==> src/rtl/ctwa_ram.sv <==
module ctwa_ram #(
  parameter int WIDTH = 8,
  parameter int DEPTH = 64
) (
  input  logic clk,
  input  logic we,
  input  logic [$clog2(DEPTH)-1:0] waddr,
  input  logic [WIDTH-1:0] wdata,
  input  logic [$clog2(DEPTH)-1:0] raddr,
  output logic [WIDTH-1:0] rdata
);
  logic [WIDTH-1:0] mem [DEPTH];
  always_ff @(posedge clk) begin
    if (we) mem[waddr] <= wdata;
    rdata <= mem[raddr];
  end
endmodule
==> config.mk <==
export PLATFORM = sky130hd
export DESIGN_NAME = ctwa_ram
export DESIGN_NICKNAME = d
export VERILOG_FILES = /design/src/rtl/ctwa_ram.sv
export SDC_FILE = /design/constraint.sdc
export NUM_CORES = 1
export LEC_CHECK = 0
export ABC_AREA = 1
export BUFFER_PORTS_ARGS = -buffer_cell sky130_fd_sc_hd__clkbuf_2
export CAP_MARGIN = 20
export CELL_PAD_IN_SITES_DETAIL_PLACEMENT = 1
export CELL_PAD_IN_SITES_GLOBAL_PLACEMENT = 2
export CORE_MARGIN = 5
export CORE_UTILIZATION = 30
export DETAILED_ROUTE_END_ITERATION = 6
export PLACE_DENSITY = 0.69
export SLEW_MARGIN = 20
export SYNTH_ARGS = -nofsm -noshare
export SYNTH_HDL_FRONTEND = slang
export SYNTH_SLANG_ARGS = --single-unit
==> constraint.sdc <==
create_clock -name clk -period 1.7 [get_ports clk]
set_input_delay 0.085 -clock clk [delete_from_list [all_inputs] [get_ports clk]]
set_output_delay 0.085 -clock clk [all_outputs]
set_load 0.005 [all_outputs]
# After elaboration in Yosys (flattened, before gate mapping)

Memory sizes are Yosys's and may differ from the RTL's. A register that Yosys moved wholly into a read port is not among the register bits.
Cells that the tools add are included.

Muxes and demuxes: 2

Operators with widths:

| cell              | number |
|---|---|
| 1-bit two-way mux | 2 |

Register bits after elaboration: 0
Memories kept: 1
Word-level logic and storage cells: 3
Bits in writable memories: 512
Bits of input ports: 22
Output and inout port bits: 8

Memories:

| name | depth | bits a word | rd ports | clocked after memory_dff | wr ports | RTL line | RTL |
|---|---|---|---|---|---|---|---|
| mem  | 64    | 8           | 1        | 1                        | 1        | 12       | `logic [WIDTH-1:0] mem [DEPTH];` |

# Longest topological paths before layout

Depth after elaboration: 2
Depth in mapped cells: 12
Depth with buffers taken out: 9

# Least setup slack after synthesis

OpenSTA, ideal clock, no wires.

Kind: input to register
From: in we
To: mem mem[48][0] (enable)
Setup slack: -0.151 ns
Stages: 3
Library setup time: 0.395 ns
Required time: 1.305 ns
Data arrival time: 1.456 ns
Buffers on the path: 1
Path through: clkbuf_1 > nand4_1 > nor4_1

Cells in the longest elaborated chain, start to end: 2

Ends and longest elaborated chain:

| what                                    | RTL line | RTL |
|---|---|---|
| start, declared                         | 6        | `input logic we,` |
| 1-bit two-way mux                       | 14       | `if (we) mem[waddr] <= wdata;` |
| 1-bit two-way mux (not written as such) | 14       |  |
| end, declared                           | 12       |  |

Every way passes these cells.

==> results.md <==
* # IOs at 30
* Reg2Reg Setup Slack at 0.19 ns
* Chip width at 277 um
* Synth area leader: edfxtp_1
* Num CTS Buffers at 56
* Crit end category: flip-flop
* CTS tree: built
* Run status: finished clean
* Actual slew at the worst max-slew pin at 0.805 ns
* Worst-path clk slew at 0.06 ns
* Synthesized net count at 1827
* Die Y-Extent at 277 um
* Max-slew violation count at 0
* Buffers on Ports at 29
* Post-CTS setup buffers at 0
* Area growth syn-to-layout at 18.2%
* Vias at 14.2k
* CP Max Fanout at 1
* Leakage at 9.16 nW
* Hold Crit Class: in -> reg
* Worst setup SP type: flip-flop
* Yosys reg bits at 520
* Share of post-route cells with drive strength above 1 at 0.125
* Wirelength per Cell at 22.0 um
* RSZ-0062 raised after global routing: no
* Clock Tree Buf Depth at 3
* WS Path Type: reg -> reg
* Worst Hold Launch: wdata[0]
* Reg-to-Reg End: rdata[4]$_DFF_P_
* R2R depth at 8
* PnR worst setup slack at ~0.19 ns
* Critical path data required time at 2.16 ns
* Clock Sink Count at 520
* Fin nets at 1941
* All-layer global routing usage at 0.165
* Vias per cell at 4.89
* Most frequent cells in the layout: nand2_1 (648), edfxtp_1 (512), nand3_1 (439)
* Rel. slew slack at 0.463
* Initial antenna violation count at 1
* CTS root buf: clkbuf_16
* Critical R2R Launch: mem[43][4]$_DFFE_PP_
* Final min period at 1.51 ns
* Post-route DRC at 0
* Sequential area share after synthesis at 0.728
* CP peak stage delay at 0.37 ns
* Number of global-route vias before repair at 15.0k
* Crit path depth at 8
* Gpl congestion at 0.770
* Syn Inst Count at 1805
* Largest net degree at the start of global routing at 65
* Commonest non-fill, non-tap cell in the layout: nand2_1
* Starting Density at 0.304
* Min-Delay Endpoint: mem[8][0]$_DFFE_PP_
* Iter 0 DRT Violations at 1124
* Row cnt at 97
* Placed cells at 2796
* Dpl hpwl at 38500 um
* Top cells by area, synth: edfxtp_1 (72%), nand2_1 (11%), nand3_1 (10%)
* Max Cap Violations at 0
* Worst Skew at 0.00855 ns
* Final worst path period share at 0.890
* # H-tree levels at 2
* First-pass detailed-route iteration total at 5
* Final Setup Violations at 0
* Core area at 70300 sq um
* Post-synth design cell area at 21300 sq um
* Total power at 29.0 mW
* Netlist cell types at 16
* Hold Fails Final Rpt at 0
* First-pass GRT wire length at 97000 um
* Yosys top cell area share at 0.720
* Avg Synthesized Cell Area at around 12 sq um
* Clk_lat worst skew at 0.60 ns
* CP bufs+invs at 0
* Worst path slowest cell: edfxtp_1
* Place WS at -0.183 ns
* Hold_ws at 0.0204 ns
* Critical path, cell by cell: nand2_1 > nand3_1 > nand3_1 > nand2_1 > nand2_1 > nand3_1 > nand3_1 > nand2_1
* Worst Path Arrival at 1.97 ns
* Crit path max-delay family: simple AND/OR/NAND/NOR gates
* Maximum vdd drop at 648 uV
* Post-route ant nets at 0
* Maximum operating frequency at roughly 660 MHz
* Cells on Worst Hold Path at 2
* TNS Setup at 0 ns
* Power Density at 1150 nW/um^2
* Die area at 76600 sq um
* Routed WL at about 64000 um
* Grt total ovfl at 0
* Yosys Warn Count at 0
* Fin cells at 2906
[worst register-to-register path: cells and delay by family (launching register included)]
family           cells  cell delay (ns)
DFF                  1             0.37
and+or+nand+nor      8             1.00
[sequential cells by signal (all words and copies together) (netlist names)]
| register | cells |
|---|---|
| mem | 512 |
| rdata | 8 |
[per-layer routing]
metal,global-route usage,up-vias,share of wire,wire (um)
li1,-,6576,-,-
met3,0.0277,62,0.047,2980
met1,0.238,7311,0.48,30800
met2,0.265,260,0.46,29400
met5,0,-,0.00019,12
met4,0.0330,2,0.013,853
[logic make-up after synthesis]
| kind of cell | after synthesis | synth area share |
|---|---|---|
| buffers and inverters | 125 | 0.0402 |
| AND/OR/NAND/NOR | 1160 | 0.232 |
| flip-flops | 520 | 0.728 |
[cells in the mapped netlist]
cell        n
inv_1      10
buf_1      10
nor4_1      8
nand4_1     9
nand3_1   439
inv_2       1
buf_6      35
inv_6       1
clkbuf_1   15
edfxtp_1  512
buf_8       2
nand2_1   648
nor2_1     56
buf_2      37
buf_4      14
dfxtp_1     8
[report_power, final]
group	internal [mW]	switching (mW)
registers	14.2	0.0353
clock network	7.77	5.04
logic	0.545	1.38
total	22.5	6.45
[how the worst max path moves through the flow]
stage                              start                    to  slack, ns
CTS                 mem[38][4]$_DFFE_PP_      rdata[4]$_DFF_P_       0.18
global placement                raddr[0]      rdata[4]$_DFF_P_      -0.17
finish              mem[43][4]$_DFFE_PP_      rdata[4]$_DFF_P_       0.19
detailed placement              raddr[0]      rdata[3]$_DFF_P_      -0.18
global route        mem[43][4]$_DFFE_PP_      rdata[4]$_DFF_P_       0.12
floorplan                             we  mem[48][0]$_DFFE_PP_      -0.15
[cell type report]
type                       count  area (sq um)
fill                        7615         45000
sequential                   520         15500
multi-input combinational   1160          4950
timing repair buffer         169          1610
clock buffer                  68          1470
tap                          940          1180
clock inverter                36           440
inverter                      12          55.1
antenna                        1          2.50
[metrics by stage]
stage,area [sq um],util
6_report,25200,0.359
5_1_grt,25200,0.359
4_1_cts,25200,0.359
3_5_place_dp,23300,0.331
3_3_place_gp,23300,0.331
2_1_floorplan,21300,-
[timing repair]
action | in CTS | in global routing
gates resized for setup | 0 | 0
hold buffers | 5 | 0
endpoints found under the hold margin | 50 | 0
No activity file was read; power rests on OpenSTA's default activity.
